File: config.mk
export PLATFORM = sky130hd
export DESIGN_NAME = lru_page_cache_lookup_core
export DESIGN_NICKNAME = d
export VERILOG_FILES = /design/src/rtl/lpc_pkg.sv /design/src/rtl/lpc_front.sv /design/src/rtl/lpc_back.sv /design/src/rtl/lru_page_cache_lookup_core.sv
export VERILOG_INCLUDE_DIRS = /design/src /design/src/rtl
export SDC_FILE = /design/constraint.sdc
export NUM_CORES = 1
export LEC_CHECK = 0
export BUFFER_PORTS_ARGS = -buffer_cell sky130_fd_sc_hd__buf_4
export CORE_MARGIN = 1
export CORE_UTILIZATION = 45
export CTS_BUF_LIST = sky130_fd_sc_hd__clkbuf_4 sky130_fd_sc_hd__clkbuf_8 sky130_fd_sc_hd__clkbuf_16
export CTS_CLUSTER_DIAMETER = 200
export DETAILED_ROUTE_END_ITERATION = 16
export PLACE_DENSITY = 0.65
export SLEW_MARGIN = 10
export SYNTH_ARGS = -nofsm -noshare
export SYNTH_HDL_FRONTEND = slang
export SYNTH_SLANG_ARGS = --single-unit
File: constraint.sdc
create_clock -name clk -period 5.82 [get_ports clk]
set_clock_uncertainty 0.2 [all_clocks]
set_input_delay 1.164 -clock clk [delete_from_list [all_inputs] [get_ports clk]]
set_output_delay 1.164 -clock clk [all_outputs]
set_load 0.05 [all_outputs]
File: src/rtl/lru_page_cache_lookup_core_defines.svh
// Assertion macros used by the page cache lookup back end.
`ifndef LRU_PAGE_CACHE_LOOKUP_CORE_DEFINES_SVH
`define LRU_PAGE_CACHE_LOOKUP_CORE_DEFINES_SVH

// Condition holds at every clock edge out of reset
`define LPC_ASSERT_ALWAYS(label, cond, msg) \
    label: assert property (@(posedge clk) disable iff (!rst_n) (cond)) else $error(msg);

// Antecedent implies consequent in the same cycle
`define LPC_ASSERT_IMPL(label, ante, cons, msg) \
    label: assert property (@(posedge clk) disable iff (!rst_n) (ante) |-> (cons)) \
        else $error(msg);

// Antecedent implies consequent in the next cycle
`define LPC_ASSERT_NEXT(label, ante, cons, msg) \
    label: assert property (@(posedge clk) disable iff (!rst_n) (ante) |=> (cons)) \
        else $error(msg);

`endif

File: src/rtl/lpc_pkg.sv
// Types and constants for the page cache lookup block.
package lpc_pkg;

    localparam int TABLE_W     = 4;
    localparam int KIND_W      = 2;
    localparam int PAGE_W      = 24;
    localparam int SLOT_W      = 4;
    localparam int CAP_W       = 5;
    localparam int IN_TDATA_W  = 32;
    localparam int OUT_TDATA_W = 40;
    localparam int RES_W       = 36;

    localparam logic [CAP_W-1:0] CAP_RESET = 5'd16;

    // request queue between front and back end
    localparam int QDEPTH = 2;
    localparam int QPTR_W = 1;
    localparam int QCNT_W = 2;

    // request as held in the queue, table index in the low bits
    typedef struct packed {
        logic [PAGE_W-1:0]  page_number;
        logic [KIND_W-1:0]  page_kind;
        logic [TABLE_W-1:0] table_index;
    } lpc_req_t;

    // result word, hit in bit 0
    typedef struct packed {
        logic [PAGE_W-1:0]  evicted_page;
        logic [KIND_W-1:0]  evicted_kind;
        logic [TABLE_W-1:0] evicted_table;
        logic               evicted;
        logic [SLOT_W-1:0]  slot;
        logic               hit;
    } lpc_result_t;

    typedef enum logic [0:0] {
        BK_LOOKUP,
        BK_UPDATE
    } lpc_back_state_t;

endpackage

File: src/rtl/lpc_front.sv
// Front end: request intake, key masking and a two-entry request queue.
module lpc_front
    import lpc_pkg::*;
#(
    parameter int PAGE_ID_BITS = 24
)
(
    input  logic                  clk,
    input  logic                  rst_n,
    input  logic                  s_axis_tvalid,
    output logic                  s_axis_tready,
    input  logic [IN_TDATA_W-1:0] s_axis_tdata,
    output logic                  q_valid,
    input  logic                  q_ready,
    output lpc_req_t              q_req
);

    localparam logic [PAGE_W-1:0] PAGE_MASK = (PAGE_ID_BITS >= PAGE_W) ? {PAGE_W{1'b1}} :
        PAGE_W'((PAGE_W'(1) << PAGE_ID_BITS) - PAGE_W'(1));

    lpc_req_t           q_data_reg [QDEPTH];
    logic [QPTR_W-1:0]  wr_ptr_reg, wr_ptr_next;
    logic [QPTR_W-1:0]  rd_ptr_reg, rd_ptr_next;
    logic [QCNT_W-1:0]  count_reg, count_next;
    lpc_req_t           in_req;
    logic               push;
    logic               pop;

    // unpack the request and drop page bits above the configured id width
    always_comb
    begin
        in_req = lpc_req_t'(s_axis_tdata[RES_W-7:0]);
        in_req.page_number = in_req.page_number & PAGE_MASK;
    end

    assign s_axis_tready = (count_reg != QCNT_W'(QDEPTH));
    assign push          = s_axis_tvalid && s_axis_tready;
    assign q_valid       = (count_reg != '0);
    assign pop           = q_valid && q_ready;
    assign q_req         = q_data_reg[rd_ptr_reg];

    // queue pointers and fill count
    always_comb
    begin
        wr_ptr_next = push ? wr_ptr_reg + 1'b1 : wr_ptr_reg;
        rd_ptr_next = pop ? rd_ptr_reg + 1'b1 : rd_ptr_reg;
        count_next  = count_reg;
        if (push && !pop)
        begin
            count_next = count_reg + 1'b1;
        end
        else if (pop && !push)
        begin
            count_next = count_reg - 1'b1;
        end
    end

    always_ff @(posedge clk or negedge rst_n)
    begin
        if (!rst_n)
        begin
            wr_ptr_reg <= '0;
            rd_ptr_reg <= '0;
            count_reg  <= '0;
        end
        else
        begin
            wr_ptr_reg <= wr_ptr_next;
            rd_ptr_reg <= rd_ptr_next;
            count_reg  <= count_next;
        end
    end

    // queue storage
    always_ff @(posedge clk)
    begin
        if (push)
        begin
            q_data_reg[wr_ptr_reg] <= in_req;
        end
    end

endmodule

File: src/rtl/lpc_back.sv
// Back end: tag store, recency ranks, replacement and result register.
`include "lru_page_cache_lookup_core_defines.svh"

module lpc_back
    import lpc_pkg::*;
#(
    parameter int ENTRIES      = 16,
    parameter int PAGE_ID_BITS = 24
)
(
    input  logic                   clk,
    input  logic                   rst_n,
    input  logic                   cfg_valid,
    output logic                   cfg_ready,
    input  logic [CAP_W-1:0]       cfg_data,
    input  logic                   q_valid,
    output logic                   q_ready,
    input  lpc_req_t               q_req,
    output logic                   m_axis_tvalid,
    input  logic                   m_axis_tready,
    output logic [OUT_TDATA_W-1:0] m_axis_tdata
);

    localparam int IW   = $clog2(ENTRIES);
    localparam int OW   = $clog2(ENTRIES + 1);
    localparam int KPW  = (PAGE_ID_BITS < PAGE_W) ? PAGE_ID_BITS : PAGE_W;
    localparam int KW   = TABLE_W + KIND_W + KPW;
    localparam int CMPW = (OW > CAP_W) ? OW : CAP_W;
    localparam logic [CMPW-1:0] ENTRIES_C = CMPW'(ENTRIES);

    lpc_back_state_t    st_reg, st_next;
    logic [CAP_W-1:0]   cap_reg;
    logic [ENTRIES-1:0] valid_reg, valid_next;
    logic [OW-1:0]      occupancy_reg, occupancy_next;
    logic [KW-1:0]      keys_reg  [ENTRIES];
    logic [IW-1:0]      ranks_reg [ENTRIES];
    logic [IW-1:0]      ranks_next [ENTRIES];

    logic [KW-1:0]      key_reg;
    logic               hit_reg;
    logic               evict_reg;
    logic [IW-1:0]      hit_idx_reg;
    logic [IW-1:0]      victim_idx_reg;
    logic [IW-1:0]      free_idx_reg;

    logic               out_valid_reg, out_valid_next;
    lpc_result_t        out_data_reg;

    logic [KW-1:0]      head_key;
    logic [ENTRIES-1:0] match_vec;
    logic [ENTRIES-1:0] victim_vec;
    logic [ENTRIES-1:0] free_vec;
    logic [ENTRIES-1:0] free_oh;
    logic [IW-1:0]      hit_idx;
    logic [IW-1:0]      victim_idx;
    logic [IW-1:0]      free_idx;
    logic [IW-1:0]      occ_m1;
    logic [CMPW-1:0]    eff_cap;
    logic               evict_now;
    logic [IW-1:0]      hit_rank;
    logic [IW-1:0]      slot_sel;
    logic [KW-1:0]      ev_key;
    lpc_result_t        result;

    assign cfg_ready     = 1'b1;
    assign m_axis_tvalid = out_valid_reg;
    assign m_axis_tdata  = {{(OUT_TDATA_W - RES_W){1'b0}}, out_data_reg};

    // lookup step: tag compare, victim and free slot search on the queue head
    always_comb
    begin
        head_key = {q_req.table_index, q_req.page_kind, q_req.page_number[KPW-1:0]};
        occ_m1   = IW'(occupancy_reg - OW'(1));
        hit_idx    = '0;
        victim_idx = '0;
        free_idx   = '0;
        for (int i = 0; i < ENTRIES; i++)
        begin
            match_vec[i]  = valid_reg[i] && (keys_reg[i] == head_key);
            victim_vec[i] = valid_reg[i] && (ranks_reg[i] == occ_m1);
        end
        free_vec = ~valid_reg;
        free_oh  = free_vec & (~free_vec + 1'b1);
        for (int i = 0; i < ENTRIES; i++)
        begin
            hit_idx    = hit_idx    | (match_vec[i]  ? IW'(i) : '0);
            victim_idx = victim_idx | (victim_vec[i] ? IW'(i) : '0);
            free_idx   = free_idx   | (free_oh[i]    ? IW'(i) : '0);
        end
        // capacity zero acts as one, above the entry count as the entry count
        eff_cap = CMPW'(cap_reg);
        if (eff_cap == '0)
        begin
            eff_cap = CMPW'(1);
        end
        else if (eff_cap > ENTRIES_C)
        begin
            eff_cap = ENTRIES_C;
        end
        evict_now = (CMPW'(occupancy_reg) >= eff_cap);
    end

    // update step: rank aging, fill or replacement, result
    always_comb
    begin
        hit_rank = ranks_reg[hit_idx_reg];
        ev_key   = keys_reg[victim_idx_reg];
        if (hit_reg)
        begin
            slot_sel = hit_idx_reg;
        end
        else if (evict_reg)
        begin
            slot_sel = victim_idx_reg;
        end
        else
        begin
            slot_sel = free_idx_reg;
        end

        valid_next     = valid_reg;
        occupancy_next = occupancy_reg;
        for (int i = 0; i < ENTRIES; i++)
        begin
            ranks_next[i] = ranks_reg[i];
        end

        if (st_reg == BK_UPDATE)
        begin
            for (int i = 0; i < ENTRIES; i++)
            begin
                if (valid_reg[i] && (!hit_reg || (ranks_reg[i] < hit_rank)))
                begin
                    ranks_next[i] = ranks_reg[i] + 1'b1;
                end
            end
            ranks_next[slot_sel] = '0;
            valid_next[slot_sel] = 1'b1;
            if (!hit_reg && !evict_reg)
            begin
                occupancy_next = occupancy_reg + 1'b1;
            end
        end

        result.hit           = hit_reg;
        result.slot          = SLOT_W'(slot_sel);
        result.evicted       = evict_reg;
        result.evicted_table = evict_reg ? ev_key[KW-1 -: TABLE_W] : '0;
        result.evicted_kind  = evict_reg ? ev_key[KPW +: KIND_W] : '0;
        result.evicted_page  = evict_reg ? PAGE_W'(ev_key[KPW-1:0]) : '0;
    end

    // sequencer: take a request only when the result register will be free
    always_comb
    begin
        st_next        = st_reg;
        q_ready        = 1'b0;
        out_valid_next = out_valid_reg;
        if (m_axis_tready)
        begin
            out_valid_next = 1'b0;
        end
        unique case (st_reg)
            BK_LOOKUP:
            begin
                if (q_valid && (!out_valid_reg || m_axis_tready))
                begin
                    q_ready = 1'b1;
                    st_next = BK_UPDATE;
                end
            end
            BK_UPDATE:
            begin
                out_valid_next = 1'b1;
                st_next        = BK_LOOKUP;
            end
            default:
            begin
                st_next = BK_LOOKUP;
            end
        endcase
    end

    // control state
    always_ff @(posedge clk or negedge rst_n)
    begin
        if (!rst_n)
        begin
            st_reg        <= BK_LOOKUP;
            cap_reg       <= CAP_RESET;
            valid_reg     <= '0;
            occupancy_reg <= '0;
            out_valid_reg <= 1'b0;
        end
        else
        begin
            st_reg        <= st_next;
            valid_reg     <= valid_next;
            occupancy_reg <= occupancy_next;
            out_valid_reg <= out_valid_next;
            if (cfg_valid && cfg_ready)
            begin
                cap_reg <= cfg_data;
            end
        end
    end

    // payload: lookup results, tags, ranks, result word
    always_ff @(posedge clk)
    begin
        if (q_ready)
        begin
            key_reg        <= head_key;
            hit_reg        <= |match_vec;
            evict_reg      <= !(|match_vec) && evict_now;
            hit_idx_reg    <= hit_idx;
            victim_idx_reg <= victim_idx;
            free_idx_reg   <= free_idx;
        end
        if ((st_reg == BK_UPDATE) && !hit_reg)
        begin
            keys_reg[slot_sel] <= key_reg;
        end
        for (int i = 0; i < ENTRIES; i++)
        begin
            ranks_reg[i] <= ranks_next[i];
        end
        if (st_reg == BK_UPDATE)
        begin
            out_data_reg <= result;
        end
    end

    `LPC_ASSERT_ALWAYS(a_occ_count, $countones(valid_reg) == occupancy_reg, "occupancy mismatch")
    `LPC_ASSERT_IMPL(a_tag_unique, (st_reg == BK_LOOKUP) && q_valid, $onehot0(match_vec), "dup tag")
    `LPC_ASSERT_IMPL(a_victim_found, (st_reg == BK_LOOKUP) && q_valid && evict_now, $onehot(victim_vec), "no unique LRU victim")
    `LPC_ASSERT_IMPL(a_out_free, st_reg == BK_UPDATE, !out_valid_reg, "result register busy")
    `LPC_ASSERT_NEXT(a_hit_occ, (st_reg == BK_UPDATE) && hit_reg, occupancy_reg == $past(occupancy_reg), "hit changed occupancy")

endmodule

File: src/rtl/lru_page_cache_lookup_core.sv
// Top level of the fully associative LRU page cache lookup block.
//
// Requests arrive on s_axis: tdata carries table_index, page_kind and
// page_number. Each request yields exactly one result on m_axis: hit, the
// slot now holding the page, and on an eviction the key that was dropped.
// The capacity register is written on the cfg channel (always ready); the
// user must write it only while the block is idle, which the block does not
// enforce. Entries beyond it are evicted least recent first. The back end
// runs a lookup step that registers the tag compare and an update step that
// loads the result register in turn, and takes a request only in lookup.
// A two-entry request queue keeps s_axis taking requests while a result
// waits on a stalled m_axis; once the queue is full s_axis_tready drops.
// Results stay in the output register until m_axis_tready takes them.
// Reset empties the cache (all entries invalid, occupancy zero), clears the
// queue and sets the capacity to 16. No clearing pass is needed.
module lru_page_cache_lookup_core
    import lpc_pkg::*;
#(
    parameter int ENTRIES      = 16,
    parameter int PAGE_ID_BITS = 24
)
(
    input  logic                   clk,
    input  logic                   rst_n,
    input  logic                   cfg_valid,
    output logic                   cfg_ready,
    input  logic [CAP_W-1:0]       cfg_data,
    input  logic                   s_axis_tvalid,
    output logic                   s_axis_tready,
    // [3:0] table_index, [5:4] page_kind, [29:6] page_number, [31:30] zero
    input  logic [IN_TDATA_W-1:0]  s_axis_tdata,
    output logic                   m_axis_tvalid,
    input  logic                   m_axis_tready,
    // [0] hit, [4:1] slot, [5] evicted, [9:6] evicted_table,
    // [11:10] evicted_kind, [35:12] evicted_page, [39:36] zero
    output logic [OUT_TDATA_W-1:0] m_axis_tdata
);

    logic     q_valid;
    logic     q_ready;
    lpc_req_t q_req;

    // request intake and queue
    lpc_front #(
        .PAGE_ID_BITS (PAGE_ID_BITS)
    ) u_front (
        .clk           (clk),
        .rst_n         (rst_n),
        .s_axis_tvalid (s_axis_tvalid),
        .s_axis_tready (s_axis_tready),
        .s_axis_tdata  (s_axis_tdata),
        .q_valid       (q_valid),
        .q_ready       (q_ready),
        .q_req         (q_req)
    );

    // cache store, replacement and results
    lpc_back #(
        .ENTRIES      (ENTRIES),
        .PAGE_ID_BITS (PAGE_ID_BITS)
    ) u_back (
        .clk           (clk),
        .rst_n         (rst_n),
        .cfg_valid     (cfg_valid),
        .cfg_ready     (cfg_ready),
        .cfg_data      (cfg_data),
        .q_valid       (q_valid),
        .q_ready       (q_ready),
        .q_req         (q_req),
        .m_axis_tvalid (m_axis_tvalid),
        .m_axis_tready (m_axis_tready),
        .m_axis_tdata  (m_axis_tdata)
    );

endmodule

## Yosys cells after proc, flatten, opt, wreduce, memory -nomap -nowiden

Memories as Yosys holds them, arrays and structs flattened. A register that Yosys moved wholly into a read port is not among the register bits.
Cells that the tools add are included.

| storage, ports and cells | value |
|---|---|
| register bits after elaboration | 82 |
| memory bits (writable) | 604 |
| input port bits | 42 |
| output and inout port bits | 43 |
| word-level logic and storage cells | 332 |
| memories | 3 |

Memory list:

| name | depth | width | rd ports | clocked after memory_dff | write ports | line | RTL |
|---|---|---|---|---|---|---|---|
| u_back.keys_reg | 16 | 30 | 17 | 1 | 1 | lpc_back.sv:35 | `logic [KW-1:0] keys_reg [ENTRIES];` |
| u_back.ranks_reg | 16 | 4 | 17 | 1 | 16 | lpc_back.sv:36 | `logic [IW-1:0] ranks_reg [ENTRIES];` |
| u_front.q_data_reg | 2 | 30 | 1 | 0 | 1 | lpc_front.sv:21 | `lpc_req_t q_data_reg [QDEPTH];` |

| operators by class | value |
|---|---|
| $add $sub $neg | 23 |
| order comparisons | 22 |
| eq/ne operators | 32 |
| mux-type cells | 98 |
| bitwise gates (word level) | 50 |
| reductions and logical operators | 87 |

Operators by type and width:

| cell | number |
|---|---|
| $eq A30 B30 Y1 | 16 |
| $mux W4 | 60 |
| $or A4 B4 Y4 | 42 |
| $add A4 B1 Y4 const B | 16 |
| $and A64 B64 Y64 | 1 |
| $lt A4 B4 Y1 | 16 |
| $mux W64 | 1 |
| $not A64 Y64 | 1 |
| $eq A4 B4 Y1 | 15 |
| $logic_and A1 B1 Y1 | 57 |
| $mux W3 | 12 |
| $not A16 Y16 | 2 |
| $logic_or A1 B1 Y1 | 17 |
| $add A16 B1 Y16 const B | 1 |
| $and A16 B16 Y16 | 1 |
| $demux W4 S4 | 1 |
| $mux W2 | 8 |
| $or A16 B16 Y16 | 1 |
| $reduce_or A16 Y1 | 1 |
| $mux W1 | 12 |
| $mux W5 | 2 |
| $logic_not A1 Y1 | 7 |
| $reduce_bool A2 Y1 | 3 |
| $add A5 B1 Y5 const B | 1 |
| 17 further kinds | 18 |

## Depth between registers and ports, before layout

| logic depth | value |
|---|---|
| word-level depth | 19 |
| depth in mapped cells | 12 |
| mapped depth without buffers | 11 |

## Modules after synthesis

A second synthesis with hierarchy kept.

| unflattened totals | value |
|---|---|
| cell total of the unflattened synthesis | 2329 |
| area total of the unflattened synthesis | 35866.9 um^2 |

Modules (own cells, without submodules):

| module | times used | cells an instance | area an instance (um^2) | sequential area each (um^2) |
|---|---|---|---|---|
| lpc_back | 1 | 2218 | 33482.1 | 19520.0 |
| lpc_front | 1 | 111 | 2384.8 | 1901.8 |

## Least setup slack after synthesis

OpenSTA, ideal clock, no wires.

| path | value |
|---|---|
| path type | register -> register |
| from | register u_back.st_reg |
| to | memory u_back.keys_reg[0][0] (netlist bit) (enable) |
| library setup time | 0.454 ns |
| data arrival time | 5.179 ns |
| required time | 5.166 ns |
| setup slack | -0.013 ns |
| stages on the path, launching flop included | 5 |
| buffers on the path | 2 |
| clock period less this slack | 5.833 ns |
| path through | dfrtp_1 > clkbuf_1 > nand2_1 > clkbuf_1 > nor3_1 |

| between the ends | value |
|---|---|
| cells in the longest elaborated chain, start to end | 3 |

RTL lines:

| item | line | RTL |
|---|---|---|
| start: declaration | lpc_back.sv:31 | `lpc_back_state_t st_reg, st_next;` |
| start signal: assignment | lpc_back.sv:197 | `st_reg <= st_next;` |
| $logic_and A1 B1 Y1 | lpc_back.sv:220 | `if ((st_reg == BK_UPDATE) && !hit_reg)` |
| $mux W1 | lpc_back.sv:220 |  |
| $mux W1 (not written as such) | lpc_back.sv:222 | `keys_reg[slot_sel] <= key_reg;` |
| end: declaration | lpc_back.sv:35 |  |

No other way between the ends.

## Final worst setup path

| path | value |
|---|---|
| from | register u_front.rd_ptr_reg |
| to | register u_back.evict_reg, data pin |

| between the ends | value |
|---|---|
| cells in the longest elaborated chain, start to end | 6 |
| elaborated cells on any way between the ends | 36 |
| classes of those cells | 16 x eq/ne; 19 x reduce/logical; 1 x memory |

RTL lines:

| item | line | RTL |
|---|---|---|
| start: declaration | lpc_front.sv:23 | `logic [QPTR_W-1:0] rd_ptr_reg, rd_ptr_next;` |
| start signal: assignment | lpc_front.sv:69 | `rd_ptr_reg <= rd_ptr_next;` |
| $mem_v2 Z2 W30 * | - |  |
| $eq A30 B30 Y1 | lpc_back.sv:79 | `match_vec[i] = valid_reg[i] && (keys_reg[i] == head_key);` |
| $logic_and A1 B1 Y1 | lpc_back.sv:79 |  |
| $reduce_or A16 Y1 * | lpc_back.sv:215 | `evict_reg <= !(\|match_vec) && evict_now;` |
| $logic_not A1 Y1 * | lpc_back.sv:215 |  |
| $logic_and A1 B1 Y1 * | lpc_back.sv:215 |  |
| end signal: assignment | lpc_back.sv:215 |  |
| end: declaration | lpc_back.sv:41 | `logic evict_reg;` |

Mark *: on every way between the ends. The rest lies on a longest branch, timed or not.
A chain may end at the register's enable or synchronous reset.

==> summary.txt <==
Status = completed
Area Overhead vs Synth = 13.1%
Largest net degree at the start of global routing = 121
Post-Syn Area = 36200 µm²
Initial antenna violation count = 4
Total Wirelength = 124000 µm
Gpl congestion = 1.12
R2R Setup Slk = 1.18 ns
Critical path startpoint category = flop
Remaining global-route overflow = 0
Max Root-Sink Buffers = 3
Fillers = 6496
Main synth FF type = edfxtp_1
H-Tree Depth = 3
HPWL after DPL = 87600 µm
Number of I/O port buffers = 77
Die W = 286 µm
RSZ-0062 raised after global routing = false
First-pass GRT wire length = 172000 µm
Critical Path Sink Type = flop
Die area = 81600 µm²
Wirelength per Cell = 34.9 µm
Nets = 2557
Crit Reg-Reg Startpoint = u_front.rd_ptr_reg
N_diodes = 0
I/O pin count = 85
FF-to-FF End = u_back.evict_reg
Largest cells by area after synthesis = edfxtp_1, mux4_2, xor2_1
Number of global-route vias before repair = 21806
Sequential area share after synthesis = 0.592
WS Path Type = reg -> reg
Slew Viols, Final = 0
Multi-input gate area = 14200 µm²
Sequential cell area = 21400 µm²
Design area = 41000 µm²
Num CTS Buffers = 82
Hold Vio Cnt, Final = 0
Post-synth ARST share = 0.0444
Max VDD drop = 341 µV
Mapped Avg Cell Area = 15.7 µm²
Min-delay src = u_back.occupancy_reg[4]
CP Data Required Time = 6.02 ns
Vias per cell = 6.28
Max_cap viols = 0
Synth Instances = 2313
CTS sink cnt = 720
Hold-fix buffers at CTS = 0
Remaining DRCs = 0
Core area = 79300 µm²
CTS tree = yes
Post-synth top area share = 0.567
Largest register FFs = 480
DR iter-0 viols = 3012
Clock latency on the worst-skew pair = 0.66 ns
Fraction of the cycle the final worst path needs = 0.797
Min-Delay Path Class = reg -> reg
Synthesis Warnings = 0
Biggest area consumer among synthesized cells = edfxtp_1
Critical-path maximum fanout = 17
Post-synth EDFFs = 684
Worst-Margin Slew = 1.11 ns
Die Ht = 286 µm
Row Count = 103
Pre-antenna DRT Iters = 5
Resized cells post-CTS = 0
PwrDens = 658 nW/µm²
Min-Delay Path Depth = 1
Hold Crit Endpoint = u_back.occupancy_reg[4]
DR vias = 22358
Sum of negative setup slack = 0 ns
Final setup violation count = 0
F_max = 216 MHz
Tmin final = 4.64 ns
CTS Root Buffer Type = clkbuf_16
Count leader, synth = edfxtp_1
Slew HR = 0.261
Routed Antenna Nets = 0
Synth unique cells = 49
Post-CTS Setup Repair Bufs = 0
FF+latch count, synth = 720
Share of layout cells above drive strength 1 = 0.206
CP arrival = 4.84 ns
Leak = 0.0138 µW
GRT Total Usage = 0.305
Worst r2r path cells = 10
Post-synth top cells = edfxtp_1, xor2_1, xnor2_1, mux4_2, nand4_1
Clk pin slew, worst setup/hold paths = 0.06 ns
Initial Utilization = 0.457
Area of placed instances = 38200 µm²
==> layout make-up <==
| cell class | instances | share of cell area |
|---|---|---|
| clock buffers | 108 | 0.0552 |
| clock inverters | 43 | 0.0134 |
| inverters | 47 | 0.00431 |
| multi-input cells | 1455 | 0.346 |
| flip-flops and latches | 720 | 0.523 |
| well taps | 1050 | 0.0321 |
| repair buffers | 137 | 0.0263 |
==> stage by stage <==
step	hold slack [ns]	power, µW	std cells	util	worst slack, ns
finish	0.296	26900	3560	0.517	1.18
CTS	0.296	26900	3560	0.517	1.28
detailed placement	0.277	21500	3409	0.481	1.30
floorplan	0.224	16700	2316	-	0.916
global placement	0.269	21100	3409	0.481	1.32
global route	0.320	28000	3560	0.517	1.09
==> cell families after synthesis <==
logic type	Yosys count	synth area share
buf+inv	141	0.0208
simple gates	442	0.0652
flops	720	0.592
compound gates	111	0.0206
mux	228	0.132
fa+ha+maj	72	0.0249
xor+xnor	597	0.144
other cells	2	0.000207
==> where the power goes <==
group / leakage [µW] / switching [µW] / total, µW / internal (µW)
logic: 0.00572 / 7670 / 12300 / 4600
registers: 0.00667 / 1610 / 9270 / 7670
clock network: 0.00140 / 2200 / 5410 / 3210
==> placed cells by master, fill, tap and decap left out, types with 3 or more instances in the layout <==
master and instances:
edfxtp_1 684, mux2i_4 29, inv_1 46, o22ai_1 5
o21a_1 4, nor4_1 53, buf_4 133, clkbuf_4 24
nand2b_1 20, nor3_1 21, clkinv_1 9, mux2i_1 20
ha_1 72, nand3_1 10, bufinv_16 10, a41oi_1 19
clkinv_2 13, xor2_1 307, nor2_1 99, or4_1 12
clkbuf_16 82, conb_1 5, nand2_1 56, mux2_2 8
and2_1 31, xnor2_1 288, o21ai_0 25, buf_12 4
nand4_1 110, dfrtp_1 29, mux4_2 170, dfxtp_1 4
a21o_1 30, a21oi_1 22, clkinvlp_4 3, nor3_2 15
==> metal layers <==
metal / share of wire / track usage
met3: 0.099 / 0.0588
met2: 0.46 / 0.476
met4: 0.048 / 0.132
met5: 0.00024 / 0
met1: 0.39 / 0.418
==> worst max-delay path by stage <==
stage                       start                      to  slack (ns)
2_1_floorplan       u_back.st_reg   u_back.keys_reg[0][0]        0.92
3_3_place_gp   u_front.rd_ptr_reg        u_back.evict_reg        1.32
3_5_place_dp                 flop  u_back.ranks_reg[2][3]        1.30
4_1_cts                      flop  u_back.ranks_reg[2][3]        1.28
5_1_grt        u_front.rd_ptr_reg        u_back.evict_reg        1.09
6_report       u_front.rd_ptr_reg        u_back.evict_reg        1.18
==> critical path, stage by stage, from the launching register on <==
cell	delay (ns)
dfrtp_4	0.78
buf_4	0.37
mux2i_4	0.25
buf_4	0.30
xor2_1	0.67
nand4_1	0.44
or4_1	0.66
o22ai_1	0.27
a211o_1	0.21
or4_4	0.17
nor2_2	0.04
No activity file was read; power rests on OpenSTA's default activity.
